<file path="src/sv/ttlx_pkg.sv">
`default_nettype none
package ttlx_pkg;

  localparam int TABLE_DEPTH_DEF = 64;
  localparam int MAX_FIELD_EXPIRIES_DEF = 16;

  localparam logic [2:0] REQ_ADD    = 3'd0;
  localparam logic [2:0] REQ_APPEND = 3'd1;
  localparam logic [2:0] REQ_REMOVE = 3'd2;
  localparam logic [2:0] REQ_QUERY  = 3'd3;
  localparam logic [2:0] REQ_VERIFY = 3'd4;

  localparam logic [2:0] ST_OK        = 3'd0;
  localparam logic [2:0] ST_FULL      = 3'd1;
  localparam logic [2:0] ST_EXISTS    = 3'd2;
  localparam logic [2:0] ST_NOT_FOUND = 3'd3;
  localparam logic [2:0] ST_LIST_FULL = 3'd4;

  typedef enum logic [1:0] {
    DEC_NONE  = 2'd0,
    DEC_FALSE = 2'd1,
    DEC_TRUE  = 2'd2
  } dec_e;

  typedef enum logic [2:0] {
    S_IDLE,
    S_SCAN,
    S_EXEC,
    S_ITEM,
    S_MADDR,
    S_MCMP,
    S_RESP
  } state_e;

  typedef struct packed {
    logic [2:0]  req_type;
    logic [63:0] doc_id;
    logic [62:0] time_sec;
    logic [29:0] time_nsec;
    logic [15:0] field_index;
    logic [6:0]  field_count;
    logic        predicate;
    logic        last_field;
  } req_t;

  typedef struct packed {
    logic [2:0] status;
    logic       present;
    logic       doc_expired;
    logic       verify_valid;
    logic       verify_result;
  } rsp_t;

  typedef struct packed {
    logic load;
    logic scan;
    logic exec;
    logic item;
    logic merge_addr;
    logic merge_cmp;
    logic finish;
  } cmd_t;

  typedef struct packed {
    logic scan_done;
    logic is_verify;
    logic item_skip;
    logic cur_end;
    logic slot_lt;
  } sts_t;

  // zero time never expires; otherwise expired when at or before now
  function automatic logic has_expired(input logic [62:0] s, input logic [29:0] ns,
                                       input logic [62:0] now_s, input logic [29:0] now_ns);
    logic r;
    if (s == '0 && ns == '0) r = 1'b0;
    else if (s > now_s) r = 1'b0;
    else if (s == now_s && ns > now_ns) r = 1'b0;
    else r = 1'b1;
    return r;
  endfunction

endpackage
`default_nettype wire

</file>
<file path="src/sv/ttlx_ctrl.sv">
`default_nettype none
module ttlx_ctrl (
  input  wire logic           clk_i,
  input  wire logic           rst_ni,
  input  wire logic           start,
  input  wire ttlx_pkg::sts_t sts_i,
  output ttlx_pkg::cmd_t      cmd_o,
  output logic                busy,
  output logic                done_o
);
  import ttlx_pkg::*;

  state_e state_q, state_d;
  logic   done_q;

  always_ff @(posedge clk_i or negedge rst_ni) begin
    if (!rst_ni) begin
      state_q <= S_IDLE;
      done_q <= 1'b0;
    end else begin
      state_q <= state_d;
      done_q <= (state_q == S_RESP);
    end
  end

  always_comb begin
    state_d = state_q;
    case (state_q)
      S_IDLE:  if (start) state_d = S_SCAN;
      S_SCAN:  if (sts_i.scan_done) state_d = S_EXEC;
      S_EXEC:  state_d = sts_i.is_verify ? S_ITEM : S_RESP;
      S_ITEM:  state_d = sts_i.item_skip ? S_RESP : S_MADDR;
      S_MADDR: state_d = sts_i.cur_end ? S_RESP : S_MCMP;
      S_MCMP:  state_d = sts_i.slot_lt ? S_MADDR : S_RESP;
      S_RESP:  state_d = S_IDLE;
      default: state_d = S_IDLE;
    endcase
  end

  always_comb begin
    cmd_o = '0;
    case (state_q)
      S_IDLE:  cmd_o.load = start;
      S_SCAN:  cmd_o.scan = 1'b1;
      S_EXEC:  cmd_o.exec = 1'b1;
      S_ITEM:  cmd_o.item = !sts_i.item_skip;
      S_MADDR: cmd_o.merge_addr = 1'b1;
      S_MCMP:  cmd_o.merge_cmp = 1'b1;
      S_RESP:  cmd_o.finish = 1'b1;
      default: cmd_o = '0;
    endcase
  end

  assign busy = (state_q != S_IDLE);
  assign done_o = done_q;

  a_done_idle: assert property (@(posedge clk_i) disable iff (!rst_ni)
    done_q |-> state_q == S_IDLE) else $error("strobe while busy");
  a_start_scan: assert property (@(posedge clk_i) disable iff (!rst_ni)
    start && !busy |=> state_q == S_SCAN) else $error("transfer not scanned");
  a_scan_hold: assert property (@(posedge clk_i) disable iff (!rst_ni)
    state_q == S_SCAN && !sts_i.scan_done |=> state_q == S_SCAN)
    else $error("scan left early");

endmodule
`default_nettype wire

</file>
<file path="config.mk">
export PLATFORM = sky130hd
export DESIGN_NAME = ttlx_ctrl
export DESIGN_NICKNAME = d
export VERILOG_FILES = /design/src/sv/ttlx_pkg.sv /design/src/sv/ttlx_ctrl.sv
export SDC_FILE = /design/constraint.sdc
export NUM_CORES = 1
export LEC_CHECK = 0
export ABC_AREA = 1
export ABC_CLOCK_PERIOD_IN_PS = 1000
export BUFFER_PORTS_ARGS = -buffer_cell sky130_fd_sc_hd__buf_4
export CORE_AREA = 2 2 39 41
export CTS_CLUSTER_DIAMETER = 120
export DETAILED_ROUTE_END_ITERATION = 10
export DIE_AREA = 0 0 41 43
export PLACE_DENSITY = 0.45
export SYNTH_ARGS = -nofsm -noshare
export SYNTH_HDL_FRONTEND = slang
export SYNTH_SLANG_ARGS = --single-unit
</file>
<file path="constraint.sdc">
create_clock -name clk_i -period 1 [get_ports clk_i]
set_input_delay 0.05 -clock clk_i [delete_from_list [all_inputs] [get_ports clk_i]]
set_output_delay 0.05 -clock clk_i [all_outputs]
set_load 0.01 [all_outputs]
</file>
==> results of run 1 <==
## worst paths after layout
kind | startpoint | endpoint | cells after the start
worst max-delay path | state_q[0] | cmd_o[0] | 3
worst min-delay path | sts_i[0] | state_q[1] | 4
worst max register to register | state_q[1] | state_q[0] | 7
worst min register to register | state_q[2] | state_q[2] | 1
max in group asynchronous | rst_ni | state_q[0] | 2
min in group asynchronous | rst_ni | state_q[2] | 2
## worst register-to-register path: cells and delay by family (launching register included)
| kind | cells | cell delay, ns |
|---|---|---|
| DFF | 1 | 0.46 |
| buffers and inverters | 3 | 0.24 |
| and+or+nand+nor | 4 | 0.35 |
## synthesized netlist by cell type
master / count
nand4_1: 2
nor4_1: 1
nor2_1: 2
buf_6: 1
nand3_1: 5
nor2_2: 2
inv_2: 2
mux2i_1: 1
nor3_1: 2
o21ai_1: 2
inv_1: 9
a21oi_2: 1
dfrtp_1: 4
nand2_1: 8
## cell type report
class	instances	area, um2
inverters	11	48.8
well taps	16	20.0
multi-input cells	26	183
repair buffers	32	273
clock buffers	3	22.5
flip-flops and latches	4	104
fillers	145	733
## report_power, final
group | internal, W | leakage (nW) | switching, W
Combinational | 0.000786 | 0.289 | 0.000629
Clock | 0.000134 | 0.0138 | 0.0000630
Sequential | 0.000247 | 0.0472 | 0.000148
## state kept, by name, summed over array words and instances (netlist names)
name and flops:
done_o 1, state_q 3
## cells in the final DEF (no fill, tap or decap), drive strengths merged
cell         instances
nand4                2
clkinv               1
nor3                 2
nand3                5
mux2i                1
dfrtp                4
o21ai                2
buf                 31
a21oi                1
dlygate4sd3          1
nand2                8
nor2                 4
nor4                 1
inv                 10
clkbuf               3
## kinds of logic after synthesis
| family | count (synthesis) | share of synthesized area |
|---|---|---|
| multiplexers | 1 | 0.0351 |
| AND/OR/NAND/NOR | 22 | 0.364 |
| flip-flops | 4 | 0.351 |
| buffers and inverters | 12 | 0.184 |
| AO/OA/AOI/OAI | 3 | 0.0658 |
## timing repair
action,4_1_cts,5_1_grt
endpoints found under the setup margin,10,11
gates resized for setup,22,5
pin swaps,2,1
endpoints found under the hold margin,4,0
gates cloned,0,0
hold buffers,1,0
buffers inserted,8,3
## per-layer routing
layer | GRT usage | up-vias | wire length (um)
li1 | - | 200 | -
met1 | 0.144 | 192 | 398
met2 | 0.213 | 9 | 541
met3 | 0 | 0 | 33
met4 | 0.0600 | 0 | 0
met5 | 0 | - | 0
## stage by stage
stage / hold WS, ns / utilization / TNS, ns / instances
floorplan: -0.246 / - / 0 / 42
global placement: -0.152 / 0.325 / -0.411 / 77
detailed placement: -0.149 / 0.325 / -0.301 / 77
CTS: 0.104 / 0.444 / -1.90 / 89
global route: 0.130 / 0.470 / -2.40 / 92
finish: 0.132 / 0.470 / -1.75 / 92
==> results.json, run 1 <==
{
  "yosysUniqueCellTypes": 14,
  "final_cell_area_um2": 651,
  "drcViolationCount": 0,
  "drive_above_1_share": 0.711,
  "cts_tree": "built",
  "routed-via-count": 401,
  "rows": 14,
  "p_per_area_nw_per_um2": 3080,
  "min_path_type": "in2reg",
  "grt_max_degree": 9,
  "yosysWarnings": 0,
  "final_antenna_net_count": 0,
  "grt_pass1_wl_um": 1520,
  "seq_area_frac_synth": 0.351,
  "diodes": 0,
  "drt_iter0_markers": 4,
  "num_io_pins": 17,
  "p_leak_nw": 0.351,
  "grt_pass1_vias": 410,
  "cp_max_fo": 6,
  "total_power_w": 0.00201,
  "relSlewSlack": 0.869,
  "area_growth_syn_to_layout_pct": 128,
  "cts-root-buf": "clkbuf_4",
  "rsz0062_at_grt": "true",
  "wl_per_cell_um": 10.6,
  "hold_viol": 0,
  "violations": "setup timing",
  "timing_worst_setup_path_type": "reg2out",
  "cts_buffers": 3,
  "antenna_found_initial": 0,
  "crit_family": "flip-flops",
  "max_freq_ghz": 0.816,
  "pre_cts_slack_ns": -0.103,
  "synth_top_area_frac": 0.351,
  "dpl_cell_area_um2": 449,
  "startpoint_type": "flip-flop",
  "port_buffers": 16,
  "grt-ovfl-total": 0,
  "end_kind": "output port",
  "drt_first_pass_iters": 4,
  "cts_sinks": 4,
  "synth_area_leaders": "dfrtp_1 (35%), inv_1 (12%), nand2_1 (11%)",
  "ir_drop_mv": 1.55,
  "die_h_um": 43,
  "layout_setup_ws_ns": -0.225,
  "synth.avg_cell_area_um2": 6.79,
  "netlist_area_um2": 285,
  "final-setup-viol-count": 11,
  "worstSkewPairLatency_ns": 0.23,
  "hpwl_um": 634,
  "start_util": 0.206,
  "ys_ff_latch": 4,
  "clk_path_buf_depth": 2,
  "clk_pin_slew_ns": 0.04,
  "critical-path-slowest-cell": "dfrtp_2",
  "synthCells": 42,
  "cpPeakStageDelay_ns": 0.46,
  "gp_congestion": 0.793,
  "crit_required_ns": 0.95,
  "worst_pin_slew_ns": 0.195,
  "r2r_setup_slack_ns": -0.17,
  "maxSlewViolCount": 0,
  "core_um2": 1380,
  "finClkSkew_ns": 0.00137,
  "finalNetCount": 86,
  "crit_chain": "buf_4 -> nor3_4 -> buf_6",
  "worst-endpoint-arrival_ns": 1.18,
  "min_period_ns": 1.23,
  "h-tree-depth": 1,
  "status": "finished with violations",
  "routed_wl_um": 973,
  "crit_buf_inv": 2,
  "synth.net_count": 50,
  "grt_util_all_layers": 0.122,
  "post-route-period-util": 1.23,
  "dieArea_um2": 1760,
  "synth_largest_area_cell": "dfrtp_1",
  "drv_cap": 0,
  "vias_per_cell": 4.36,
  "die_w_um": 41
}
No activity file was read; power rests on OpenSTA's default activity.
==> inputs of run 2 (changes only) <==
CELL_PAD_IN_SITES_DETAIL_PLACEMENT = 2   (was default)
CELL_PAD_IN_SITES_GLOBAL_PLACEMENT = 2   (was default)
CORE_AREA = default   (was 2 2 39 41)
CORE_UTILIZATION = 16   (was default)
DIE_AREA = default   (was 0 0 41 43)
PLACE_DENSITY = 0.63   (was 0.45)
==> results.json, run 2 (synthesis results as in run 1) <==
{
  "startpoint_type": "flip-flop",
  "fillers": 185,
  "routed-via-count": 423,
  "p_leak_nw": 0.357,
  "grt_pass1_wl_um": 1950,
  "layout_common_cells": "buf_4 (21), buf_6 (10), inv_1 (6), nand2_1 (5), nand3_2 (4)",
  "clk_pin_slew_ns": 0.04,
  "post-route-util": 0.431,
  "min_path_type": "in2reg",
  "core_um2": 1580,
  "final_antenna_net_count": 0,
  "cts_sinks": 4,
  "cts_tree": "built",
  "p_per_area_nw_per_um2": 3170,
  "h-tree-depth": 1,
  "rows": 14,
  "cp_max_fo": 5,
  "vias_per_cell": 4.60,
  "ir_drop_mv": 1.14,
  "total_power_w": 0.00216,
  "wl_per_cell_um": 13.8,
  "layout_setup_ws_ns": -0.243,
  "critical-path-slowest-cell": "dfrtp_2",
  "regMostFlops": "state_q",
  "hpwl_um": 759,
  "maxSlewViolCount": 0,
  "final-setup-viol-count": 10,
  "final_cells": 92,
  "r2r.worst_path.cells": 7,
  "p_sw_frac": 0.439,
  "port_buffers": 16,
  "hold_depth": 4,
  "crit_chain": "inv_4 -> nand3_2 -> buf_6 -> inv_1 -> buf_4",
  "relSlewSlack": 0.835,
  "worst_pin_slew_ns": 0.247,
  "switchingPower_w": 0.000946,
  "diodes": 0,
  "min_period_ns": 1.24,
  "routed_wl_um": 1270,
  "post-route-period-util": 1.24,
  "drt_first_pass_iters": 6,
  "start_util": 0.181,
  "grt_pass1_vias": 450,
  "internal_power_w": 0.00121,
  "max_freq_ghz": 0.805,
  "cpPeakStageDelay_ns": 0.46,
  "clk_path_buf_depth": 2,
  "grt_util_all_layers": 0.142,
  "tns_ns": -1.92,
  "min_to": "state_q[0]",
  "r2r_setup_slack_ns": -0.16,
  "final_common_cell": "buf_4",
  "worstReg2RegStart": "state_q[1]",
  "die_h_um": 44.2,
  "status": "finished with violations",
  "dieArea_um2": 1960,
  "finClkSkew_ns": 0.000392,
  "finalNetCount": 86,
  "grt-ovfl-total": 0,
  "timing_worst_setup_path_type": "reg2out",
  "crit_required_ns": 0.95,
  "drcViolationCount": 0,
  "place_inst": 80,
  "power_frac_comb": 0.723,
  "worstSkewPairLatency_ns": 0.24,
  "gp_congestion": 0.767,
  "rsz0062_at_grt": "true",
  "drt_iter0_markers": 5,
  "worst-endpoint-arrival_ns": 1.19,
  "cts_buffers": 3,
  "hold_ws_ns": 0.137,
  "area_growth_syn_to_layout_pct": 138,
  "antenna_found_initial": 0,
  "num_io_pins": 17,
  "hold_viol": 0,
  "p_seq_frac": 0.182,
  "end_kind": "output port",
  "clkPwrFrac": 0.095,
  "hp-start": "sts_i[4]",
  "grt_max_degree": 9,
  "drv_cap": 0,
  "drive_above_1_share": 0.737,
  "largest_reg_flops": 3,
  "r2r-end": "state_q[0]",
  "die_w_um": 44.2,
  "cts-root-buf": "clkbuf_4",
  "violations": "setup timing"
}
-- run 2: changes by cell type in the layout (fill, tap and decap cells not counted), sizes merged --
cell and change:
clkinv -1, inv +1
-- run 2: power by group through the flow --
stage	clock (W)	sequential, W	combinational, W
floorplan	0	0.000318	0.000532
global route	0.000223	0.000407	0.00169
global placement	0	0.000340	0.000953
finish	0.000204	0.000393	0.00156
detailed placement	0	0.000357	0.000982
CTS	0.000206	0.000382	0.00134
-- run 2: worst max path at each step --
stage                     from          to  slack, ns  cells after the start
detailed placement  state_q[0]  state_q[1]      -0.14                      5
global route        state_q[1]    cmd_o[5]      -0.31                      5
finish              state_q[1]    cmd_o[5]      -0.24                      5
CTS                 state_q[2]    cmd_o[3]      -0.23                      3
global placement    state_q[0]    cmd_o[3]      -0.13                      3
floorplan           state_q[2]      done_o      0.005                      2
-- run 2: cell type report --
class,instances,area (um2),share of cell area
flip-flops and latches,4,103,0.151
well taps,16,20.0,0.0295
clock buffers,3,22.5,0.0331
multi-input cells,26,205,0.302
inverters,11,48.8,0.0718
repair buffers,32,280,0.413
-- run 2: worst max-delay path, delay by kind of cell (launching register included) --
kind                   cells  cell delay, ns
AND/OR/NAND/NOR            1            0.10
buffers and inverters      4            0.39
flip-flops                 1            0.46
-- run 2: what timing repair did --
item / in CTS / in global routing
endpoints found under the hold margin: 4 / 0
pin swaps: 2 / 3
gates cloned: 0 / 0
buffers inserted: 6 / 2
resized for setup: 21 / 11
setup endpoints to repair: 10 / 11
hold buffers: 1 / 0
-- run 2: metrics by stage --
step | setup slack, ns | cell area [um2]
2_1_floorplan | 0.00455 | 290
3_3_place_gp | -0.128 | 472
3_5_place_dp | -0.142 | 472
4_1_cts | -0.235 | 617
5_1_grt | -0.306 | 679
6_report | -0.243 | 679
-- run 2: per-layer routing --
layer / up-vias / track usage / wire length [um]
li1: 202 / - / -
met1: 208 / 0.156 / 571
met2: 13 / 0.253 / 648
met3: 0 / 0.0816 / 51
met4: 0 / 0 / 0
met5: - / 0 / 0
==> inputs of run 3 (changes only) <==
--- a/constraint.sdc
+++ b/constraint.sdc
@@ -3,2 +3,2 @@
 set_output_delay 0.05 -clock clk_i [all_outputs]
-set_load 0.01 [all_outputs]
+set_load 0.005 [all_outputs]
==> results.json, run 3 (synthesis results as in run 1) <==
{
  "hpwl_um": 797,
  "num_io_pins": 17,
  "cts-root-buf": "clkbuf_4",
  "p_sw_frac": 0.431,
  "layout_setup_ws_ns": -0.240,
  "largest_reg_flops": 3,
  "crit_family": "flip-flops",
  "cp_max_fo": 5,
  "internal_power_w": 0.00111,
  "rsz0062_at_grt": "true",
  "end_kind": "output port",
  "post-route-period-util": 1.24,
  "die_h_um": 44.2,
  "violations": "setup timing",
  "top_usage_layer": "met2",
  "cts_sinks": 4,
  "finalNetCount": 84,
  "worst-endpoint-arrival_ns": 1.19,
  "status": "finished with violations",
  "grt_max_degree": 9,
  "crit_required_ns": 0.95,
  "start_util": 0.181,
  "rows": 14,
  "dieArea_um2": 1960,
  "cts_buffers": 3,
  "antenna_found_initial": 0,
  "die_w_um": 44.2,
  "worst_pin_slew_ns": 0.211,
  "core_um2": 1580,
  "drt_iter0_markers": 2,
  "total_power_w": 0.00196,
  "wl_per_cell_um": 13.8,
  "routed_wl_um": 1240,
  "max_freq_ghz": 0.807,
  "layout_common_cells": "buf_4 (22), nand2_1 (7), buf_6 (7), inv_1 (6)",
  "area_growth_syn_to_layout_pct": 123,
  "gr-usage-met3": 0.0612,
  "critical-path-slowest-cell": "dfrtp_2",
  "drive_above_1_share": 0.662,
  "grt_pass1_wl_um": 1980,
  "drv_cap": 0,
  "port_buffers": 16,
  "final_common_cell": "buf_4",
  "grt_util_all_layers": 0.145,
  "gp_congestion": 0.802,
  "worstSkewPairLatency_ns": 0.24,
  "routed-via-count": 400,
  "power_frac_comb": 0.703,
  "cts_tree": "built",
  "final_antenna_net_count": 0,
  "drt_first_pass_iters": 5,
  "p_per_area_nw_per_um2": 3080,
  "grt-ovfl-total": 0,
  "relSlewSlack": 0.858,
  "diodes": 0,
  "clk_pin_slew_ns": 0.04,
  "grt_pass1_vias": 446,
  "use_met1": 0.146,
  "p_seq_frac": 0.192,
  "h-tree-depth": 1,
  "maxSlewViolCount": 0,
  "post-route-util": 0.403,
  "clkPwrFrac": 0.104,
  "vias_per_cell": 4.44,
  "grt_use_met2": 0.279,
  "final-setup-viol-count": 10,
  "crit_chain": "inv_4 -> nor4_4 -> buf_4",
  "cpPeakStageDelay_ns": 0.43,
  "crit_buf_inv": 2,
  "regMostFlops": "state_q",
  "drcViolationCount": 0,
  "min_path_type": "in2reg",
  "startpoint_type": "flip-flop",
  "timing_worst_setup_path_type": "reg2out",
  "switchingPower_w": 0.000844,
  "hold_viol": 0,
  "p_leak_nw": 0.340,
  "min_period_ns": 1.24,
  "clk_path_buf_depth": 2,
  "finClkSkew_ns": 0.00162,
  "ir_drop_mv": 1.18
}
[run 3: cell count changes in the layout (fill, tap and decap cells not counted), sizes merged]
cell,change
buf,-2
[run 3: power groups by stage]
| stage | registers [W] | logic, W | clock network (W) |
|---|---|---|---|
| 2_1_floorplan | 0.000313 | 0.000487 | 0 |
| 3_3_place_gp | 0.000340 | 0.000873 | 0 |
| 3_5_place_dp | 0.000347 | 0.000906 | 0 |
| 4_1_cts | 0.000362 | 0.00134 | 0.000217 |
| 5_1_grt | 0.000385 | 0.00151 | 0.000229 |
| 6_report | 0.000376 | 0.00138 | 0.000204 |
[run 3: final timing paths]
| check | start | to | slack [ns] | depth (start not counted) |
|---|---|---|---|---|
| setup / recovery | state_q[1] | cmd_o[3] | -0.24 | 3 |
| hold / removal | sts_i[4] | state_q[0] | 0.12 | 4 |
| setup reg to reg | state_q[1] | state_q[0] | -0.20 | 7 |
| hold reg to reg | state_q[0] | done_o | 0.61 | 1 |
| max in group asynchronous | rst_ni | state_q[0] | 0.73 | 2 |
| min in group asynchronous | rst_ni | state_q[1] | 0.16 | 2 |
[run 3: area by class of cell]
type                    count  area, um2
fillers                   185        941
repair buffers             30        254
multi-input cells          26        188
flip-flops and latches      4        103
inverters                  11       48.8
clock buffers               3       22.5
well taps                  16       20.0
[run 3: metal layers]
layer  wire length (um)  vias up
met5                  0        -
met4                  0        0
met2                698       15
met1                474      188
met3                 70        0
li1                   -      197
[run 3: stage by stage]
step	area, um2	setup WS, ns	hold slack, ns	setup TNS (ns)	std cells
2_1_floorplan	290	0.00822	-0.246	0	42
4_1_cts	623	-0.233	0.110	-1.77	90
6_report	636	-0.240	0.122	-1.89	90
5_1_grt	636	-0.290	0.147	-2.42	90
3_3_place_gp	464	-0.125	-0.151	-0.335	79
3_5_place_dp	464	-0.135	-0.150	-0.494	79
[run 3: timing repair]
item | in CTS | in global routing
resized for setup | 21 | 3
buffers inserted | 7 | 0
hold buffers | 1 | 0
hold endpoints to repair | 4 | 0
gates cloned | 0 | 0
pin swaps | 2 | 1
setup endpoints to repair | 10 | 11
[run 3: worst register-to-register path, delay by kind of cell (launching register included)]
family | cells | cell delay (ns)
DFF | 1 | 0.45
and+or+nand+nor | 4 | 0.33
buffers and inverters | 3 | 0.30
